`src/hw/rtl/knap_pkg.sv`:
```
// Shared types and constants for the 0/1 knapsack row unit.
// No dependencies; compile first.
package knap_pkg;

  // Field widths fixed by the item and result formats
  localparam int WEIGHT_W = 16;
  localparam int VALUE_W  = 24;
  localparam int CAP_W    = 10;
  localparam int BEST_W   = 40;
  // Widest row index the unit can be built for (up to 65536 entries)
  localparam int IDX_W    = 16;

  // Issue slot of the sweep: one row entry per cycle
  typedef struct packed {
    logic             valid;
    logic             incl;   // object fits at this entry
    logic [IDX_W-1:0] idx;
  } knap_iss_t;

  // Write request from the sweep datapath to the row memory
  typedef struct packed {
    logic             en;
    logic [IDX_W-1:0] addr;
  } knap_wr_t;

  // Datapath status back to the controller
  typedef struct packed {
    logic busy;     // entries still in flight
    logic sat_hit;  // an include sum was clamped this cycle
  } knap_stat_t;

endpackage

```
`src/hw/rtl/knap_sweep_dp.sv`:
```
// Sweep datapath: include sum with clamp, then compare against the old entry.
// Depends on knap_pkg; fed by the row memory read data.
module knap_sweep_dp #(
  parameter int ENTRY_BITS = 40,
  parameter int AW         = 10
) (
  input  logic                     clk,
  input  logic                     rst_n,
  input  knap_pkg::knap_iss_t      iss,
  input  logic [knap_pkg::VALUE_W-1:0] item_value,
  input  logic [ENTRY_BITS-1:0]    rd_a_data,
  input  logic [ENTRY_BITS-1:0]    rd_b_data,
  output knap_pkg::knap_wr_t       wr,
  output logic [ENTRY_BITS-1:0]    wr_data,
  output knap_pkg::knap_stat_t     stat
);
  import knap_pkg::*;

  logic                  s1_v_r, s1_incl_r;
  logic [AW-1:0]         s1_idx_r;
  logic                  s2_v_r;
  logic [AW-1:0]         s2_idx_r;
  logic [ENTRY_BITS-1:0] s2_old_r, s2_sum_r;
  logic [ENTRY_BITS:0]   sum_ext;
  logic                  carry;
  logic [ENTRY_BITS-1:0] sum_clamp;

  // Add the object's value to the entry one weight below; clamp on overflow
  always_comb begin
    sum_ext   = {1'b0, rd_b_data} + (ENTRY_BITS+1)'(item_value);
    carry     = sum_ext[ENTRY_BITS];
    sum_clamp = carry ? '1 : sum_ext[ENTRY_BITS-1:0];
  end

  // Advance the control of both stages
  always_ff @(posedge clk) begin
    if (!rst_n) begin
      s1_v_r <= 1'b0;
      s2_v_r <= 1'b0;
    end else begin
      s1_v_r <= iss.valid;
      s2_v_r <= s1_v_r & s1_incl_r;
    end
  end

  // Hold the payload alongside
  always_ff @(posedge clk) begin
    s1_incl_r <= iss.incl;
    s1_idx_r  <= iss.idx[AW-1:0];
    s2_idx_r  <= s1_idx_r;
    s2_old_r  <= rd_a_data;
    s2_sum_r  <= sum_clamp;
  end

  // Write back only where including the object improves the entry
  assign wr.en        = s2_v_r && (s2_sum_r > s2_old_r);
  assign wr.addr      = IDX_W'(s2_idx_r);
  assign wr_data      = s2_sum_r;
  assign stat.busy    = s1_v_r | s2_v_r;
  assign stat.sat_hit = s1_v_r & s1_incl_r & carry;

endmodule

```
`config.mk`:
```
export PLATFORM = sky130hd
export DESIGN_NAME = knap_sweep_dp
export DESIGN_NICKNAME = d
export VERILOG_FILES = /design/src/hw/rtl/knap_pkg.sv /design/src/hw/rtl/knap_sweep_dp.sv
export SDC_FILE = /design/constraint.sdc
export NUM_CORES = 1
export LEC_CHECK = 0
export BUFFER_PORTS_ARGS = -buffer_cell sky130_fd_sc_hd__buf_2
export CELL_PAD_IN_SITES_DETAIL_PLACEMENT = 1
export CELL_PAD_IN_SITES_GLOBAL_PLACEMENT = 2
export CORE_MARGIN = 8
export CORE_UTILIZATION = 26
export DETAILED_ROUTE_END_ITERATION = 12
export PLACE_DENSITY = 0.85
export SKIP_LAST_GASP = 1
export SLEW_MARGIN = 15
export SYNTH_ARGS = -nofsm -noshare
export SYNTH_HDL_FRONTEND = slang
export SYNTH_SLANG_ARGS = --single-unit
export TNS_END_PERCENT = 30
```
`constraint.sdc`:
```
create_clock -name clk -period 3.1 [get_ports clk]
set_input_delay 0.62 -clock clk [delete_from_list [all_inputs] [get_ports clk]]
set_output_delay 0.62 -clock clk [all_outputs]
set_load 0.1 [all_outputs]
```
### Yosys cells after proc, flatten, opt, wreduce, memory -nomap -nowiden

Cells that the tools add are included.

| word-level totals | value |
|---|---|
| bits in registers | 103 |
| bits of input ports | 124 |
| output and inout bits | 59 |

| cells by class | value |
|---|---|
| add/sub/neg operators | 1 |
| order comparisons | 1 |
| bitwise gates (word level) | 3 |
| reductions and logical operators | 1 |

Operators by type and width:

| kind | number |
|---|---|
| $add A40 B24 Y41 | 1 |
| $gt A40 B40 Y1 | 1 |
| $and A1 B1 Y1 | 2 |
| $logic_and A1 B1 Y1 | 1 |
| $or A1 B1 Y1 | 1 |

### Longest topological paths before layout

Gate-level depths: netlist of run 1.

| depth | value |
|---|---|
| word-level depth | 2 |
| mapped depth | 10 |
| gate-level depth less buffers | 9 |

### Least setup slack after synthesis of run 1

OpenSTA, ideal clock, no wires.

| timing path | value |
|---|---|
| path kind | reg-to-output |
| start | reg s2_sum_r[39], in the netlist wr_data[39] |
| end | out wr[16] in the netlist's numbering |
| arrival | 3.436 ns |
| setup slack | -0.956 ns |
| cell stages (with the launch flop) | 7 |
| buffers on the path | 0 |
| cells stage by stage | dfxtp_1 ha_1 nand3_1 nor3_1 nor3b_1 o211ai_1 a21oi_1 |

RTL lines:

| item | RTL line | text |
|---|---|---|
| start: declaration | knap_sweep_dp.sv:23 | `logic [ENTRY_BITS-1:0] s2_old_r, s2_sum_r;` |
| start signal: assignment | knap_sweep_dp.sv:52 | `s2_sum_r <= sum_clamp;` |
| end: declaration | knap_sweep_dp.sv:13 | `output knap_pkg::knap_wr_t wr,` |

==> results.py, run 1 <==
metrics = {
    "floorplan": {
        "start_util_pct": 26.42,
        "die_h_um": 156.4,
        "dieArea_sq_mm": 0.02446,
        "die_width_um": 156.4,
        "fp-row-count": 51,
        "core_area_sq_mm": 0.01940,
        "num_io_pins": 183,
    },
    "timing": {
        "slew_headroom_pct": 62.38,
        "rsz0062_at_grt": "yes",
        "fin_ws_ns": 0.02913,
        "slew_violations": 0,
        "fmax_mhz": 325.6,
        "fin_skew_ns": 0.01060,
        "min_period_over_period_pct": 99.06,
        "worstMarginPinSlew_ns": 0.5600,
        "period_minus_slack_ns": 3.071,
        "finalSetupViolations": 0,
        "hold_violations": 0,
    },
    "run_status": {
        "status": "finished clean",
    },
    "yosys": {
        "synth.distinct_cells": 63,
        "netlist_instances": 535,
        "synthArstFlopShare_pct": 0,
        "synth-seq-area-share_pct": 40.23,
        "ys.flop_type": "dfxtp_1",
        "avgSynthCellArea_sq_um": 9.579,
        "synth-seq-cells": 103,
        "yosys.cell_count.top_type": "dfxtp_1",
        "synth_area_sq_mm": 0.005125,
        "synth_common_cells": "dfxtp_1, ha_1, nand2_1, inv_1, a21oi_1",
        "synth_warnings": 0,
        "yosys.area.top_type": "dfxtp_1",
        "synth_top_cell_area_share_pct": 40.23,
        "synth_edf_count": 0,
        "synthTopCellsByArea": "dfxtp_1, ha_1, a21oi_1",
    },
    "critical_path": {
        "crit_path_top_delay_cell": "fa_2",
        "start_kind": "input port",
        "critPathMaxFanout": 3,
        "cpMostUsedCell": "a21oi_2",
        "required_ns": 2.48,
        "startpoint": "item_value[0]",
        "cp_top_family": "compound AO/OA/AOI/OAI gates",
        "path_cells": "buf_6 -> ha_4 -> fa_2 -> a21oi_2 -> nand4b_1 -> a21oi_2 -> o31a_2 -> o211ai_4 -> nor2_4 -> buf_12",
        "cp-end-kind": "primary output",
        "cp_slowest_stage_delay_ns": 0.35,
        "critPathKind": "input port to primary output",
        "cp_num_buf_inv": 2,
        "arrival_ns": 2.45,
        "r2r_start": "s1_incl_r",
    },
    "detailed_routing": {
        "viasPerCell": 4.464,
        "drcViolationCount": 0,
        "detail_route.iter0.violations": 88,
        "drt-pass1-iter-count": 4,
        "ant_nets": 0,
        "drt-total-wl_um": 15970,
        "routed-via-count": 4571,
        "avgRoutedWirePerCell_um": 15.59,
    },
    "placed_design": {
        "dpl.cell_count": 1006,
        "gp_congestion": 0.8124,
        "place_area_sq_mm": 0.006598,
        "post-place-ws_ns": -0.2140,
        "portBuffers": 170,
        "dp_hpwl_um": 13520,
    },
    "final_layout": {
        "final_net_count": 942,
        "instances_no_fill": 1024,
        "syn_to_final_growth_pct": 36.74,
        "drive_gt1_share_pct": 36.15,
        "final_area_sq_mm": 0.007008,
    },
    "power": {
        "vdd_drop_max_mv": 0.2538,
        "power_density_mw_per_mm2": 603.2,
        "finalPower_mw": 4.227,
        "p_leak_nw": 3.524,
    },
    "grt": {
        "grt_max_degree": 26,
        "grt_pass1_vias": 4840,
        "overflow": 0,
        "grt_first_pass_wirelength_um": 25160,
        "antenna_found_initial": 0,
        "grt_use_total_pct": 13.09,
    },
    "cts": {
        "clk_pin_slew_ns": 0.07,
        "cts_tree": "yes",
        "cts_buffers": 9,
        "cts_hold_buf": 0,
        "htree_levels": 3,
        "clockBufferDepth": 2,
        "cts_root_buf": "clkbuf_16",
        "clk_latency_ns": 0.35,
        "cts.sinks": 103,
    },
    "min_path": {
        "holdCritPathClass": "flip-flop to flip-flop",
        "min-delay-start": "s1_idx_r[8]",
    },
    "run": {
        "drv_cap": 0,
    },
}
## worst paths after layout
check | end | slack [ns] | depth (start not counted)
worst min-delay path | s2_idx_r[8] | 0.33 | 0
worst min register to register | s2_idx_r[8] | 0.33 | 0
worst max-delay path | stat[0] | 0.03 | 10
worst max register to register | s2_v_r | 2.51 | 1
## stage by stage
| stage | setup TNS [ns] | hold WS, ns | utilization [%] |
|---|---|---|---|
| after floorplan | -0.02748 | 0.3096 | - |
| after global placement | -0.3221 | 0.3097 | 34.01 |
| after detailed placement | -0.4639 | 0.3132 | 34.01 |
| after CTS | -0.1860 | 0.3321 | 35.96 |
| after global routing | -0.1305 | 0.3384 | 36.11 |
| final | 0 | 0.3302 | 36.13 |
## cells by family after synthesis
kind of cell | synth area share [%]
AO/OA/AOI/OAI | 20.51
XOR/XNOR | 2.393
adder cells (fa/ha/maj) | 16.02
buffers and inverters | 6.299
flip-flops | 40.23
multiplexers | 2.173
other | 0.07317
AND/OR/NAND/NOR | 12.30
## cells in the final DEF, fill, tap and decap left out, drive strengths merged, types with 8 or more instances in the layout
cell	Yosys	final
nand4	8	8
a21o	26	26
buf	15	219
o21ai	27	27
nor3	11	11
clkbuf	2	9
mux2	9	9
a21oi	41	41
xnor2	8	8
dfxtp	103	103
o21a	11	11
nor2	18	18
nand3	13	13
inv	47	50
ha	64	64
nand2	51	51
## sequential cells by signal, summed over array words and instances, names as in the netlist
signal     flops
s2_v_r         1
s2_idx_r      10
s1_idx_r      10
s2_old_r      40
s1_v_r         1
s1_incl_r      1
wr_data       40
## per-layer routing
layer | global-route usage (%) | up-vias | wire, um
met5 | 0 | - | 0
met4 | 3.524 | 0 | 89
met3 | 3.640 | 6 | 858
met2 | 22.93 | 106 | 7929
met1 | 15.37 | 2124 | 7088
li1 | - | 2335 | -
## report_power, final
| part | leakage (nW) | internal, mW | switching (mW) |
|---|---|---|---|
| Clock | 0.157 | 0.651 | 0.558 |
| Combinational | 2.50 | 0.422 | 1.09 |
| Sequential | 0.869 | 1.45 | 0.0607 |
| Total | 3.52 | 2.52 | 1.71 |
## layout make-up
| class | count | area (sq um) |
|---|---|---|
| flip-flops and latches | 103 | 2074 |
| inverters | 47 | 176.4 |
| repair buffers | 219 | 1261 |
| well taps | 265 | 331.6 |
| fillers | 2343 | 12390 |
| diodes | 1 | 2.502 |
| clock inverters | 7 | 95.09 |
| clock buffers | 9 | 225.2 |
| multi-input cells | 373 | 2841 |
## what timing repair did
item / 4_1_cts / 5_1_grt
endpoints found under the setup margin: 2 / 2
buffers inserted: 0 / 1
resized for setup: 12 / 6
pin swaps: 7 / 7
(Power assumes the default switching activity.)
==> inputs of run 2 (changes only) <==
--- a/config.mk
+++ b/config.mk
@@ -11,6 +11,7 @@
 export CORE_MARGIN = 8
 export CORE_UTILIZATION = 26
 export DETAILED_ROUTE_END_ITERATION = 12
+export MAX_ROUTING_LAYER = met4
 export PLACE_DENSITY = 0.85
 export SKIP_LAST_GASP = 1
 export SLEW_MARGIN = 15
==> run 2 against run 1 <==
Effect of this change:
- routed wire length grew 0.32%
- clock-buffer cell count is the same
- critical endpoint unchanged
- worst hold slack is essentially flat
==> results.py, run 2 (same netlist as run 1, synthesis figures left out) <==
metrics = {
    "run_status": {
        "status": "finished clean",
    },
    "min_path": {
        "holdCritPathClass": "flip-flop to flip-flop",
    },
    "timing": {
        "min_period_over_period_pct": 99.16,
        "slew_headroom_pct": 62.55,
        "tns_ns": 0,
        "fin_skew_ns": 0.01105,
        "hold_violations": 0,
        "finalSetupViolations": 0,
        "fmax_mhz": 325.3,
        "fin_ws_ns": 0.02595,
        "period_minus_slack_ns": 3.074,
        "slew_violations": 0,
        "worstMarginPinSlew_ns": 0.5574,
        "rsz0062_at_grt": "yes",
    },
    "floorplan": {
        "core_area_sq_mm": 0.01940,
        "die_width_um": 156.4,
        "fp-row-count": 51,
        "die_h_um": 156.4,
        "start_util_pct": 26.42,
        "dieArea_sq_mm": 0.02446,
        "num_io_pins": 183,
    },
    "grt": {
        "grt_first_pass_wirelength_um": 25160,
        "grt_max_degree": 26,
        "grt_use_total_pct": 13.46,
        "grt_pass1_vias": 4849,
        "overflow": 0,
        "antenna_found_initial": 0,
    },
    "final_layout": {
        "drive_gt1_share_pct": 36.32,
        "final_util_pct": 36.19,
        "final_cell_mix": "buf_2, dfxtp_1, ha_1",
        "nFillCells": 2343,
        "multi_input_area_sq_mm": 0.002841,
        "final_common_cell": "buf_2",
        "syn_to_final_growth_pct": 36.99,
        "antenna_cells": 0,
        "seq_area_sq_mm": 0.002074,
        "final_net_count": 944,
        "instances_no_fill": 1025,
    },
    "detailed_routing": {
        "drcViolationCount": 0,
        "avgRoutedWirePerCell_um": 15.63,
        "drt-total-wl_um": 16020,
        "routed-via-count": 4604,
        "drt-pass1-iter-count": 4,
        "detail_route.iter0.violations": 75,
        "ant_nets": 0,
        "viasPerCell": 4.492,
    },
    "critical_path": {
        "required_ns": 2.48,
        "critPathKind": "input port to primary output",
        "start_kind": "input port",
        "cp-end-kind": "primary output",
        "arrival_ns": 2.45,
        "critPathMaxFanout": 3,
        "r2r_slack_ns": 2.51,
    },
    "cts": {
        "cts_tree": "yes",
        "htree_levels": 3,
        "cts_buffers": 9,
        "cts_root_buf": "clkbuf_16",
        "clk_latency_ns": 0.35,
        "clockBufferDepth": 2,
        "cts_hold_buf": 0,
        "clk_pin_slew_ns": 0.07,
        "cts.sinks": 103,
    },
    "power": {
        "finalPower_mw": 4.231,
        "p_leak_nw": 3.534,
        "vdd_drop_max_mv": 0.2543,
        "power_density_mw_per_mm2": 602.7,
    },
    "placed_design": {
        "dp_hpwl_um": 13520,
        "gp_congestion": 0.8243,
        "dpl.cell_count": 1006,
        "portBuffers": 170,
        "post-place-ws_ns": -0.2140,
    },
    "run": {
        "drv_cap": 0,
    },
}
## run 2: cell count changes in the layout (fill, tap and decap cells not counted), sizes merged
cell / before / now
diode: 1 / 0
buf: 219 / 221
## run 2: layout make-up
| class | instances | area share, % |
|---|---|---|
| Multi-Input combinational cell | 373 | 40.47 |
| Sequential cell | 103 | 29.55 |
| Timing Repair Buffer | 221 | 18.18 |
| Tap cell | 265 | 4.723 |
| Clock buffer | 9 | 3.208 |
| Inverter | 47 | 2.513 |
| Clock inverter | 7 | 1.354 |
## run 2: what timing repair did
item | CTS | global route
pin swaps | 7 | 7
endpoints found under the setup margin | 2 | 2
setup buffers | 0 | 3
gates resized for setup | 12 | 6
## run 2: layer usage
metal / GRT usage [%] / part of all wire, % / up-vias
met5: - / 0 / -
met4: 3.112 / 1.0 / 0
met3: 3.585 / 5.6 / 14
met2: 22.97 / 49 / 118
met1: 15.53 / 44 / 2133
li1: - / - / 2339
## run 2: report_power, final
group	internal [mW]	switching, mW
Clock	0.651	0.562
Sequential	1.45	0.0606
Combinational	0.422	1.09
## run 2: worst paths after layout
check                     start           to  cells past startpoint
hold reg to reg     s1_idx_r[8]  s2_idx_r[8]                      0
setup / recovery  item_value[0]      stat[0]                     10
hold / removal      s1_idx_r[8]  s2_idx_r[8]                      0
setup reg to reg      s1_incl_r       s2_v_r                      1
## run 2: critical path, cell delays in order
cell and delay [ns]:
buf_6 0.10, ha_4 0.15, fa_2 0.35, a21oi_2 0.15
nand4b_1 0.19, a21oi_2 0.10, o31a_2 0.34, o211ai_4 0.23
nor2_4 0.06, buf_12 0.16
## run 2: per-stage QoR
step	hold WS, ns	instance area [sq um]
finish	0.3302	7020
global route	0.3384	7020
CTS	0.3321	6977
detailed placement	0.3132	6598
global placement	0.3097	6598
floorplan	0.3096	5192
==> inputs of run 3 (changes only) <==
--- a/config.mk
+++ b/config.mk
@@ -13,6 +13,7 @@
 export DETAILED_ROUTE_END_ITERATION = 12
 export MAX_ROUTING_LAYER = met4
 export PLACE_DENSITY = 0.85
+export REMOVE_ABC_BUFFERS = 1
 export SKIP_LAST_GASP = 1
 export SLEW_MARGIN = 15
 export SYNTH_ARGS = -nofsm -noshare
==> run 3 against run 2 <==
Effect of this change:
- the run now ends with setup timing left
- final area grew 0.68%
- combinational power is essentially flat
- core utilization grew 0.25 points
- power shrank 3.1%
- global-route usage grew 0.24 points
- largest cell class unchanged
- largest power group is now combinational cells
==> results.py, run 3 (same netlist as run 1, synthesis figures left out) <==
metrics = {
    "run_status": {
        "status": "finished, violations left",
        "violations": "setup timing",
    },
    "critical_path": {
        "path_cells": "buf_6 -> ha_4 -> fa_2 -> a21oi_2 -> nand4b_1 -> a21oi_2 -> o31a_2 -> o211ai_4 -> nor2_4 -> buf_12",
        "start_kind": "input port",
        "arrival_ns": 2.50,
        "cp_num_buf_inv": 2,
        "cpMostUsedCell": "a21oi_2",
        "critPathKind": "input port to primary output",
        "critPathMaxFanout": 2,
        "crit_path_top_delay_cell": "o31a_2",
        "cp-end-kind": "primary output",
        "cp_slowest_stage_delay_ns": 0.38,
        "required_ns": 2.48,
        "cp_top_family": "compound AO/OA/AOI/OAI gates",
    },
    "floorplan": {
        "core_area_sq_mm": 0.01940,
        "fp-row-count": 51,
        "die_width_um": 156.4,
        "dieArea_sq_mm": 0.02446,
        "num_io_pins": 183,
        "start_util_pct": 26.42,
        "die_h_um": 156.4,
    },
    "detailed_routing": {
        "drt-pass1-iter-count": 4,
        "viasPerCell": 4.481,
        "avgRoutedWirePerCell_um": 15.72,
        "drt-total-wl_um": 16410,
        "routed-via-count": 4678,
        "detail_route.iter0.violations": 109,
        "drcViolationCount": 0,
        "ant_nets": 0,
    },
    "timing": {
        "period_minus_slack_ns": 3.118,
        "slew_violations": 0,
        "hold_violations": 0,
        "worstMarginPinSlew_ns": 0.5353,
        "finalSetupViolations": 1,
        "slew_headroom_pct": 64.56,
        "fmax_mhz": 320.8,
        "rsz0062_at_grt": "yes",
        "fin_skew_ns": 0.002423,
        "tns_ns": -0.01758,
        "min_period_over_period_pct": 100.6,
        "fin_ws_ns": -0.01758,
    },
    "cts": {
        "cts_buffers": 9,
        "cts_root_buf": "clkbuf_16",
        "clk_pin_slew_ns": 0.07,
        "cts_tree": "yes",
        "htree_levels": 3,
        "clockBufferDepth": 2,
        "clk_latency_ns": 0.35,
        "cts.sinks": 103,
    },
    "grt": {
        "grt_first_pass_wirelength_um": 25450,
        "grt_pass1_vias": 4950,
        "grt_use_total_pct": 13.70,
        "grt_max_degree": 26,
        "antenna_found_initial": 2,
        "overflow": 0,
    },
    "power": {
        "p_leak_nw": 3.572,
        "power_density_mw_per_mm2": 579.8,
        "vdd_drop_max_mv": 0.2355,
    },
    "final_layout": {
        "final_net_count": 962,
        "instances_no_fill": 1044,
        "drive_gt1_share_pct": 35.91,
        "final_common_cell": "buf_2",
        "final_cell_mix": "buf_2, dfxtp_1, buf_4",
        "syn_to_final_growth_pct": 37.92,
    },
    "placed_design": {
        "post-place-ws_ns": -0.3921,
        "dpl.cell_count": 1023,
        "dp_hpwl_um": 14200,
        "portBuffers": 170,
        "gp_congestion": 0.8363,
    },
    "run": {
        "drv_cap": 0,
    },
    "min_path": {
        "holdCritPathClass": "flip-flop to flip-flop",
    },
}
run 3: cell types whose count changed in the layout (fill, tap and decap cells not counted), moves of 2 or more:
cell	before	now
buf_4	51	69
dfxtp_2	10	0
o21ai_0	20	22
clkinv_2	0	2
o21ai_1	7	5
dfxtp_1	93	103
clkbuf_8	0	2
diode_2	0	2
inv_8	2	0
run 3: layout make-up:
type	count	area [sq um]
fillers	2325	12330
well taps	265	331.6
multi-input cells	373	2806
inverters	47	176.4
clock buffers	12	256.5
repair buffers	239	1411
diodes	2	5.005
clock inverters	3	18.77
flip-flops and latches	103	2062
run 3: per-stage QoR:
step                      utilization, %  area [sq um]  power, mW  hold slack, ns
after global placement             34.45          6683      3.046          0.3098
final                              36.44          7068      4.098          0.3274
after floorplan                        -          4997      2.631          0.3096
after CTS                          36.14          7010      4.160          0.3291
after global routing               36.44          7068      4.325          0.3325
after detailed placement           34.45          6683      3.073          0.3135
run 3: path summary, 6_finish.rpt:
check / start / end / slack, ns / cells after the start
min: s1_idx_r[4] / s2_idx_r[4] / 0.33 / 0
max reg2reg: s1_incl_r / s2_v_r / 2.54 / 1
max: rd_b_data[0] / stat[0] / -0.02 / 10
min reg2reg: s1_idx_r[4] / s2_idx_r[4] / 0.33 / 0
run 3: per-layer routing:
metal	wire (um)	GRT usage, %	up-vias
met5	0	-	-
met4	402	6.270	0
met3	568	2.289	21
met2	8433	23.72	104
li1	-	-	2371
met1	7003	15.23	2182
run 3: power breakdown:
| part | internal, mW | leakage (nW) | total, mW | switching, mW |
|---|---|---|---|---|
| clock | 0.583 | 0.138 | 1.06 | 0.474 |
| sequential | 1.45 | 0.869 | 1.51 | 0.0642 |
| combinational | 0.437 | 2.56 | 1.53 | 1.09 |
| total | 2.47 | 3.57 | 4.10 | 1.63 |
run 3: timing repair:
action / 4_1_cts / 5_1_grt
buffers inserted: 2 / 2
resized for setup: 9 / 7
endpoints found under the setup margin: 2 / 2
hold buffers: 0 / 0
pin swaps: 6 / 7
hold endpoints to repair: 0 / 0
